## config.mk

```make
export PLATFORM = sky130hd
export DESIGN_NAME = maf_div
export DESIGN_NICKNAME = d
export VERILOG_FILES = /design/src/rtl/core/maf_pkg.sv /design/src/rtl/core/maf_div.sv
export SDC_FILE = /design/constraint.sdc
export NUM_CORES = 1
export LEC_CHECK = 0
export ABC_AREA = 1
export ABC_CLOCK_PERIOD_IN_PS = 3500
export BUFFER_PORTS_ARGS = -buffer_cell sky130_fd_sc_hd__buf_2
export CORE_MARGIN = 3
export CORE_UTILIZATION = 39
export DETAILED_ROUTE_END_ITERATION = 8
export PLACE_DENSITY_LB_ADDON = 0.05
export RECOVER_POWER = 25
export SLEW_MARGIN = 20
export SYNTH_ARGS = -nofsm -noshare
export SYNTH_HDL_FRONTEND = slang
export SYNTH_SLANG_ARGS = --single-unit
```

## constraint.sdc

```tcl
create_clock -name clk_i -period 3.5 [get_ports clk_i]
set_clock_uncertainty 0.1 [all_clocks]
set_input_delay 0.35 -clock clk_i [delete_from_list [all_inputs] [get_ports clk_i]]
set_output_delay 0.35 -clock clk_i [all_outputs]
set_load 0.1 [all_outputs]
```

## src/rtl/core/maf_pkg.sv

```systemverilog
// Shared constants, register codes and controller state type for the
// masked 3x3 average filter. No dependencies.
`default_nettype none

package maf_pkg;

  localparam int DEF_MAX_WIDTH   = 1024;
  localparam int DEF_SAMPLE_BITS = 16;
  localparam int FRAC_BITS       = 8;

  localparam int MAX_HEIGHT = 1024;
  localparam int ROW_W      = 10;   // holds MAX_HEIGHT - 1

  localparam int GRID_REG_W = 11;
  localparam logic [GRID_REG_W-1:0] GRID_RESET = 11'd64;

  localparam int CFG_IDX_W  = 4;
  localparam int CFG_DATA_W = 32;
  localparam logic [CFG_IDX_W-1:0] REG_GRID_WIDTH  = 4'd0;
  localparam logic [CFG_IDX_W-1:0] REG_GRID_HEIGHT = 4'd1;

  // Count of positive samples in the window, 0..9
  localparam int CNT_W = 4;

  typedef enum logic [2:0] {
    ST_IDLE,
    ST_READ,
    ST_SUM,
    ST_DIV,
    ST_DONE
  } maf_state_e;

endpackage

`default_nettype wire

```

## src/rtl/core/maf_div.sv

```systemverilog
// Restoring divider, one quotient bit per cycle, for window sum / count.
// Divisor width from maf_pkg.
`default_nettype none

module maf_div #(
  parameter int DIVIDEND_W = 19
) (
  input  wire logic                        clk_i,
  input  wire logic                        rst_ni,
  input  wire logic                        start_i,
  input  wire logic [DIVIDEND_W-1:0]       dividend_i,
  input  wire logic [maf_pkg::CNT_W-1:0]   divisor_i,
  output logic                             done_o,
  output logic      [DIVIDEND_W-1:0]       quot_o
);

  localparam int STEP_W = (DIVIDEND_W > 1) ? $clog2(DIVIDEND_W) : 1;
  localparam logic [STEP_W-1:0] LAST_STEP = STEP_W'(DIVIDEND_W - 1);

  logic                        busy_q, busy_d;
  logic                        done_q, done_d;
  logic [STEP_W-1:0]           step_q, step_d;
  logic [maf_pkg::CNT_W-1:0]   rem_q, rem_d;
  logic [maf_pkg::CNT_W-1:0]   dvs_q, dvs_d;
  logic [DIVIDEND_W-1:0]       quo_q, quo_d;
  logic [maf_pkg::CNT_W:0]     rem_sh;
  logic                        fits;

  always_comb begin
    rem_sh = {rem_q, quo_q[DIVIDEND_W-1]};
    fits   = rem_sh >= {1'b0, dvs_q};
    busy_d = busy_q;
    done_d = 1'b0;
    step_d = step_q;
    rem_d  = rem_q;
    dvs_d  = dvs_q;
    quo_d  = quo_q;
    if (start_i) begin
      busy_d = 1'b1;
      step_d = '0;
      rem_d  = '0;
      dvs_d  = divisor_i;
      quo_d  = dividend_i;
    end else if (busy_q) begin
      rem_d  = fits ? maf_pkg::CNT_W'(rem_sh - {1'b0, dvs_q})
                    : rem_sh[maf_pkg::CNT_W-1:0];
      quo_d  = {quo_q[DIVIDEND_W-2:0], fits};
      step_d = step_q + 1'b1;
      if (step_q == LAST_STEP) begin
        busy_d = 1'b0;
        done_d = 1'b1;
      end
    end
  end

  always_ff @(posedge clk_i or negedge rst_ni) begin
    if (!rst_ni) begin
      busy_q <= 1'b0;
      done_q <= 1'b0;
      step_q <= '0;
    end else begin
      busy_q <= busy_d;
      done_q <= done_d;
      step_q <= step_d;
    end
  end

  always_ff @(posedge clk_i) begin
    rem_q <= rem_d;
    dvs_q <= dvs_d;
    quo_q <= quo_d;
  end

  assign done_o = done_q;
  assign quot_o = quo_q;

endmodule

`default_nettype wire

```

==> flow_summary.ini, run 1 <==
[critical_path]
crit_fanout = 26
crit_family = buffers and inverters
critPathCaptureType = flop
cp_slowest_cell = clkbuf_1
r2r_cells = 2
crit_type = in -> reg
max_stage_delay_ns = 0.80
arrival_ns = 2.35
path_buf_inv = 3
cp.depth = 6
cp-start-kind = primary input
required_ns = 3.57
cp_cell_sequence = clkbuf_1 -> inv_1 -> nand2_1 -> inv_1 -> nand3_1 -> nand2_1

[sta]
worstMarginPinSlew_ns = 1.17
slew_viol_final = 0
setup_violations = 0
fin_crit_ns = 2.28
fin_tns_setup_ns = 0
slew_headroom_pct = 22.2
rsz0062_at_grt = no
min_period_over_period_pct = 65.1
hold_viol_final = 0
fmax_mhz = 439

[synth]
synth_top_cell_by_area = edfxtp_1
synth_top_area_share_pct = 43.8
ys.flop_type = edfxtp_1
synthAdderAreaFrac_pct = 6.03
ys_types = 21
synth_top_family_by_area = simple AND/OR/NAND/NOR gates
synth_compound_area_share_pct = 4.37
syn_inst = 167
ys_ff_latch = 34
muxShareOfSynthArea_pct = 0
synthSimpleGateAreaFrac_pct = 24.8
synth_common_cells = nand2_1, edfxtp_1, inv_1, nand3_1
synth-edff-count = 23
yosysWarningCount = 0
synth.most_common_cell = nand2_1
seq_area_frac_synth_pct = 60.0
async_reset_ff_share_pct = 20.6
syn-num-nets = 200
syn_avg_cell_area_sq_um = 9.44
synth_xor_area_share_pct = 0.556
syn_area_sq_um = 1580
synth_area_leaders = edfxtp_1, nand2_1, dfrtp_1, dfxtp_1, ha_1

[cts]
cts-htree-levels = 2
cts.clk_slew.worst_paths_ns = 0.07
clkSinkCount = 34
cts-buffers-inserted = 5
clk_path_buf_depth = 2
postCtsSetupBuffers = 0
clkLatencyLatePin_ns = 0.29
cts-root-buf = clkbuf_8
tritoncts = built

[floorplan]
core_sq_um = 3770
start_util_pct = 41.8
num_rows = 22
die_y_um = 69.6
die_x_um = 69.6
io_pins = 46
fp.dieArea_sq_um = 4840

[drt]
drt_iter0_drc = 49
drtAntennaViolNets = 0
remaining_drc_errors = 0
dr_total_vias = 1256
wl_per_cell_um = 11.9
viasPerCell = 4.74
dr.pass1.iters = 4
wirelength_um = 3170

[power_and_ir_drop]
p_leak_nw = 0.977
finalPower_mw = 1.26
comb_power_share_pct = 35.3
p_int_mw = 0.758
p_seq_share_pct = 41.4
p_switching_mw = 0.498
power-per-cell-area_nw_per_um2 = 647
sw_frac_of_total_pct = 39.7
clock_power_share_pct = 23.3
peakVddDrop_uv = 269

[placed_design]
placed_cell_area_sq_um = 1840
port-buffer-count = 45
dp_hpwl_um = 2370
gp_congestion = 0.846

[final_layout]
nets = 249
post-route-util_pct = 51.5
insertedDiodeCount = 0
regArea_sq_um = 946
multi_input_area_sq_um = 564
syn_to_final_growth_pct = 23.1
fillers = 371
fin_area_sq_um = 1940
drive_gt1_share_pct = 23.5

[global_routing]
grt_overflow = 0
grt_pass1_vias = 1264
grt_pass1_wl_um = 5440
grt_max_degree = 27
antenna_found_initial = 0
grt.total_usage_pct = 14.1

[worst_hold_path]
hold_path.class = in -> reg
holdPathStages = 1

[status]
status = complete, no violations

[run]
cap_violations = 0
logic make-up after synthesis:
group / Yosys count
fa+ha+maj: 7
xor+xnor: 1
compound gates: 11
buf+inv: 17
flops: 34
simple gates: 97
routing by layer:
metal	wire length, um	global-route usage [%]	part of all wire (%)	up-vias
met3	199	4.64	6.3	8
li1	-	-	-	639
met2	1470	24.3	46	35
met5	0	0	0	-
met1	1440	16.0	45	574
met4	59	5.64	1.9	0
worst paths after layout:
| path | start | to | slack [ns] |
|---|---|---|---|
| max | start_i | rem_q[1]$_SDFFE_PP0P_ | 1.22 |
| min | divisor_i[3] | dvs_q[3]$_DFFE_PP_ | 0.14 |
| max reg2reg | busy_q$_DFF_PN0_ | quot_o[8]$_DFFE_PP_ | 1.74 |
| min reg2reg | rem_q[3]$_SDFFE_PP0P_ | rem_q[3]$_SDFFE_PP0P_ | 0.36 |
| max in group asynchronous | rst_ni | step_q[3]$_DFFE_PN0P_ | 2.64 |
| min in group asynchronous | rst_ni | busy_q$_DFF_PN0_ | 0.39 |
metrics by stage:
stage	instances	hold slack [ns]	worst slack (ns)
CTS	265	0.136	1.73
global route	265	0.136	0.900
global placement	256	0.0871	1.48
finish	265	0.142	1.22
floorplan	167	-0.0456	1.32
detailed placement	256	0.0914	1.44
state kept, by name, summed over array words and instances, names as in the netlist:
name,flops
rem_q,4
dvs_q,4
busy_q,1
quot_o,19
step_q,5
done_o,1
placed cells by master (no fill, tap or decap):
master         Yosys  routed
a21oi_1            5       5
a31oi_1            1       1
buf_2              2      41
clkbuf_1           0       5
clkbuf_8           0       6
clkinv_2           0       1
dfrtp_1            7       7
dfxtp_1            4       4
dlygate4sd3_1      0       1
edfxtp_1          23      23
fa_1               1       1
ha_1               6       6
inv_1             13      13
nand2_1           75      75
nand2_2            2       2
nand3_1           10      10
nand3b_1           1       1
nand4_1            1       1
nor2_1             7       7
nor3b_1            1       1
o21a_1             1       1
o21a_4             1       1
o21ai_0            3       3
xor2_1             1       1
worst register-to-register path, cell delays in order, from the launching register on:
cell	delay, ns
dfrtp_1	0.45
nor2_1	0.37
inv_1	0.45
final cells by class:
cell class              count  area share [%]
clock inverters             1           0.258
inverters                  13            2.51
flip-flops and latches     34            48.7
repair buffers             46            11.9
multi-input cells         116            29.1
well taps                  48            3.09
clock buffers               7            4.45
power by group through the flow:
stage | clock network, mW | registers [mW] | logic, mW
floorplan | 0 | 0.708 | 0.179
global placement | 0 | 0.528 | 0.437
detailed placement | 0 | 0.528 | 0.446
CTS | 0.302 | 0.520 | 0.447
global route | 0.323 | 0.526 | 0.486
finish | 0.293 | 0.520 | 0.443
repair_timing:
action / 4_1_cts / 5_1_grt
hold endpoints to repair: 7 / 0
hold buffers: 1 / 0
gates resized for setup: 0 / 0
Note: power is estimated with default switching activity, not from simulation.
==> run 2, diff against run 1 <==
Settings changed: ABC_CLOCK_PERIOD_IN_PS 3500 to 1800.
Clock period 3.5 ns to 1.8 ns, I/O delays scaled along.
==> run 2 against run 1 <==
Compared with the run above: die area unchanged; largest cell class unchanged; critical path depth increased by 2; clock power increased by 80%; via count increased by 3.3%; register-to-register slack got worse by 1.5 ns; highest routed layer unchanged; worst hold slack got worse by 0.072 ns; cell area increased by 4.3%; sequential cell count unchanged; sequential power increased by 94%; core utilization increased by 2.2 points; global-route usage increased by 1.2 points; largest power group unchanged; sequential share of layout area decreased by 2.0 points.
==> flow_summary.ini, run 2 (synthesized netlist as in run 1, its figures left out) <==
[status]
status = complete, no violations

[sta]
fin_crit_ns = 1.54
setup_violations = 0
hold_viol_final = 0
fmax_mhz = 647
worstMarginPinSlew_ns = 0.726
slew_headroom_pct = 51.6
fin_tns_setup_ns = 0
slew_viol_final = 0
rsz0062_at_grt = no
min_period_over_period_pct = 85.8

[cts]
cts-buffers-inserted = 5
cts_hold_buf = 5
clkSinkCount = 34
cts_resized = 0
cts.clk_slew.worst_paths_ns = 0.07
clk_path_buf_depth = 2
cts-htree-levels = 2
tritoncts = built
postCtsSetupBuffers = 0
clkLatencyLatePin_ns = 0.28
cts-root-buf = clkbuf_8

[global_routing]
antenna_found_initial = 0
grt_util_met1_pct = 18.2
grtUsageMet3_pct = 4.64
grt_overflow = 0
grt_pass1_vias = 1309
grt_pass1_wl_um = 5870
top_usage_layer = met2
grt.total_usage_pct = 15.3
use_met2_pct = 25.3
grt_max_degree = 19

[final_layout]
syn_to_final_growth_pct = 28.4
final_cell_mix = nand2_1, buf_2, edfxtp_1
multi_input_area_sq_um = 579
regArea_sq_um = 946
nets = 257
final_common_cell = nand2_1
fin_area_sq_um = 2020
drive_gt1_share_pct = 25.8
largest_register_ff_count = 19
fillers = 349
insertedDiodeCount = 0

[floorplan]
num_rows = 22
fp.dieArea_sq_um = 4840
die_y_um = 69.6
die_x_um = 69.6
start_util_pct = 41.8
io_pins = 46
core_sq_um = 3770

[worst_hold_path]
min_to = quot_o[18]$_DFFE_PP_
holdPathStages = 3
min_from = dividend_i[18]
hold_path.class = in -> reg

[drt]
wl_per_cell_um = 12.3
dr.pass1.iters = 4
remaining_drc_errors = 0
dr_total_vias = 1297
viasPerCell = 4.75
drtAntennaViolNets = 0
drt_iter0_drc = 69
wirelength_um = 3360

[placed_design]
port-buffer-count = 45
placed_cell_area_sq_um = 1900
gp_congestion = 0.913
dp_hpwl_um = 2410

[critical_path]
reg2reg_to = rem_q[1]$_SDFFE_PP0P_
crit_fanout = 6
r2r_setup_slack_ns = 0.26
cp-start-kind = flop
required_ns = 1.87
r2r_cells = 8
crit_start = dvs_q[2]$_DFFE_PP_
crit_type = reg -> reg
worstReg2RegStart = dvs_q[2]$_DFFE_PP_
critPathCaptureType = flop
arrival_ns = 1.62

[power_and_ir_drop]
p_leak_nw = 1.02
power-per-cell-area_nw_per_um2 = 1200
peakVddDrop_uv = 642

[run]
cap_violations = 0
-- run 2: cell type report --
cell class / count / share of cell area, %
flip-flops and latches: 34 / 46.7
multi-input cells: 116 / 28.6
well taps: 48 / 2.97
inverters: 13 / 2.41
clock inverters: 2 / 0.433
repair buffers: 54 / 15.3
clock buffers: 6 / 3.58
-- run 2: layer usage --
layer	routed length (um)	up-vias	share of wire, %
met5	0	-	0
met4	42	0	1.2
met3	193	5	5.7
met2	1660	38	49
met1	1470	601	44
li1	-	653	-
-- run 2: how the worst max path moves through the flow --
stage / slack [ns] / cells past startpoint / to
final: 0.26 / 8 / rem_q[1]$_SDFFE_PP0P_
after global placement: 0.33 / 5 / rem_q[1]$_SDFFE_PP0P_
after detailed placement: 0.29 / 6 / quot_o[0]$_DFFE_PP_
after global routing: 0.1 / 9 / rem_q[1]$_SDFFE_PP0P_
after CTS: 0.27 / 6 / rem_q[2]$_SDFFE_PP0P_
after floorplan: -0.30 / 6 / rem_q[1]$_SDFFE_PP0P_
-- run 2: through the flow --
stage	util, %	hold WS, ns	power [mW]	cells	setup WS [ns]
5_1_grt	53.7	0.0664	2.56	273	0.0991
2_1_floorplan	-	-0.216	1.73	167	-0.298
3_3_place_gp	50.4	-0.0793	1.88	260	0.334
4_1_cts	53.9	0.0594	2.44	273	0.266
3_5_place_dp	50.4	-0.0738	1.90	260	0.287
6_report	53.7	0.0705	2.42	273	0.255
-- run 2: power breakdown --
group	switching (mW)	internal [mW]	total (mW)
Clock	0.261	0.266	0.527
Combinational	0.650	0.231	0.881
Sequential	0.0671	0.945	1.01
-- run 2: worst max-delay path, stage by stage, from the launching register on --
cell and delay [ns]:
edfxtp_1 0.32, inv_1 0.04, ha_1 0.32, a21oi_1 0.16, nand2_1 0.11, nand2_2 0.13, nand3_1 0.09, nand3_1 0.11
nand2_1 0.05
==> run 3, diff against run 2 <==
Settings changed: MAX_ROUTING_LAYER set to met4.
==> run 3 against run 2 <==
Compared with the run above: first-iteration DRC count up 1.4%; register-to-register slack about the same; total power about the same; critical path depth stayed put; cell area unchanged; die area did not move; final cell count unchanged; worst setup slack lost 0.0031 ns; non-clock buffer count did not move; highest routed layer unchanged.
==> flow_summary.ini, run 3 (synthesized netlist as in run 1, its figures left out) <==
[sta]
min_period_over_period_pct = 86.0
hold_viol_final = 0
fin_crit_ns = 1.55
fmax_mhz = 646
slew_viol_final = 0
setup_violations = 0
slew_headroom_pct = 51.3
hold_slack_ns = 0.0703
rsz0062_at_grt = no
fin_tns_setup_ns = 0
worstMarginPinSlew_ns = 0.731

[placed_design]
port-buffer-count = 45
placed_cell_area_sq_um = 1900
gp_congestion = 0.929
dp_hpwl_um = 2410

[cts]
cts-buffers-inserted = 5
postCtsSetupBuffers = 0
clkSinkCount = 34
clk_path_buf_depth = 2
tritoncts = built
clkLatencyLatePin_ns = 0.28
cts.clk_slew.worst_paths_ns = 0.07
cts-root-buf = clkbuf_8
cts-htree-levels = 2

[final_layout]
syn_to_final_growth_pct = 28.4
final_cell_mix = nand2_1, buf_2, edfxtp_1
multi_input_area_sq_um = 579
nets = 257
drive_gt1_share_pct = 25.8
insertedDiodeCount = 0
largest_register_ff_count = 19
fin_area_sq_um = 2020
final_common_cell = nand2_1
regArea_sq_um = 946
fillers = 349

[global_routing]
grt.total_usage_pct = 15.7
grt_max_degree = 19
antenna_found_initial = 0
grt_pass1_vias = 1310
grt_overflow = 0
grt_pass1_wl_um = 5870

[drt]
dr.pass1.iters = 4
wirelength_um = 3380
remaining_drc_errors = 0
drt_iter0_drc = 70
drtAntennaViolNets = 0
viasPerCell = 4.78
wl_per_cell_um = 12.4
dr_total_vias = 1305

[critical_path]
crit_family = simple AND/OR/NAND/NOR gates
path_buf_inv = 1
cp-start-kind = flop
max_stage_delay_ns = 0.32
r2r_cells = 8
cp_slowest_cell = edfxtp_1
worstReg2RegStart = dvs_q[2]$_DFFE_PP_
arrival_ns = 1.62
cp_cell_sequence = inv_1 -> ha_1 -> a21oi_1 -> nand2_1 -> nand2_2 -> nand3_1 -> nand3_1 -> nand2_1
crit_fanout = 6
required_ns = 1.87
crit_type = reg -> reg
critPathCaptureType = flop
reg2reg_to = rem_q[1]$_SDFFE_PP0P_
r2r_setup_slack_ns = 0.25

[power_and_ir_drop]
power-per-cell-area_nw_per_um2 = 1200
finalPower_mw = 2.42
peakVddDrop_uv = 644
p_leak_nw = 1.02

[floorplan]
start_util_pct = 41.8
die_x_um = 69.6
fp.dieArea_sq_um = 4840
die_y_um = 69.6
core_sq_um = 3770
io_pins = 46
num_rows = 22

[worst_hold_path]
holdPathStages = 3
hold_path.class = in -> reg
min_from = dividend_i[18]
min_to = quot_o[18]$_DFFE_PP_

[status]
status = complete, no violations

[run]
cap_violations = 0
run 3: worst reg2reg max path, cell delays in order (launching register included):
cell and delay, ns:
edfxtp_1 0.32, inv_1 0.04, ha_1 0.32, a21oi_1 0.16, nand2_1 0.12, nand2_2 0.14
nand3_1 0.09, nand3_1 0.11, nand2_1 0.05
run 3: metal layers:
| layer | global-route usage, % | part of all wire (%) | vias to the layer above |
|---|---|---|---|
| li1 | - | - | 653 |
| met1 | 18.8 | 45 | 606 |
| met2 | 25.3 | 49 | 41 |
| met3 | 3.77 | 4.6 | 5 |
| met4 | 6.94 | 1.2 | 0 |
| met5 | - | 0 | - |
run 3: how the worst max path moves through the flow:
stage | from | endpoint | slack, ns | cells after the start
2_1_floorplan | quot_o[18]$_DFFE_PP_ | rem_q[1]$_SDFFE_PP0P_ | -0.30 | 6
3_3_place_gp | dvs_q[0]$_DFFE_PP_ | rem_q[1]$_SDFFE_PP0P_ | 0.33 | 5
3_5_place_dp | dvs_q[2]$_DFFE_PP_ | quot_o[0]$_DFFE_PP_ | 0.29 | 6
4_1_cts | dvs_q[0]$_DFFE_PP_ | rem_q[2]$_SDFFE_PP0P_ | 0.27 | 6
5_1_grt | dvs_q[1]$_DFFE_PP_ | rem_q[1]$_SDFFE_PP0P_ | 0.1 | 9
6_report | dvs_q[2]$_DFFE_PP_ | rem_q[1]$_SDFFE_PP0P_ | 0.25 | 8
run 3: per-stage QoR:
step	util, %	std cells	worst slack, ns
6_report	53.7	273	0.252
2_1_floorplan	-	167	-0.298
5_1_grt	53.7	273	0.0991
3_5_place_dp	50.4	260	0.287
3_3_place_gp	50.4	260	0.334
4_1_cts	53.9	273	0.266
run 3: cell type report:
cell class              instances  area share, %
flip-flops and latches         34           46.7
multi-input cells             116           28.6
repair buffers                 54           15.3
clock buffers                   6           3.58
well taps                      48           2.97
inverters                      13           2.41
clock inverters                 2          0.433
run 3: where the power goes:
part | switching [mW] | internal, mW
clock | 0.261 | 0.266
sequential | 0.0673 | 0.945
combinational | 0.651 | 0.231
run 3: what timing repair did:
action                                 in CTS  in global routing
gates resized for setup                     0                  0
endpoints found under the hold margin      11                  0
hold buffers                                5                  0
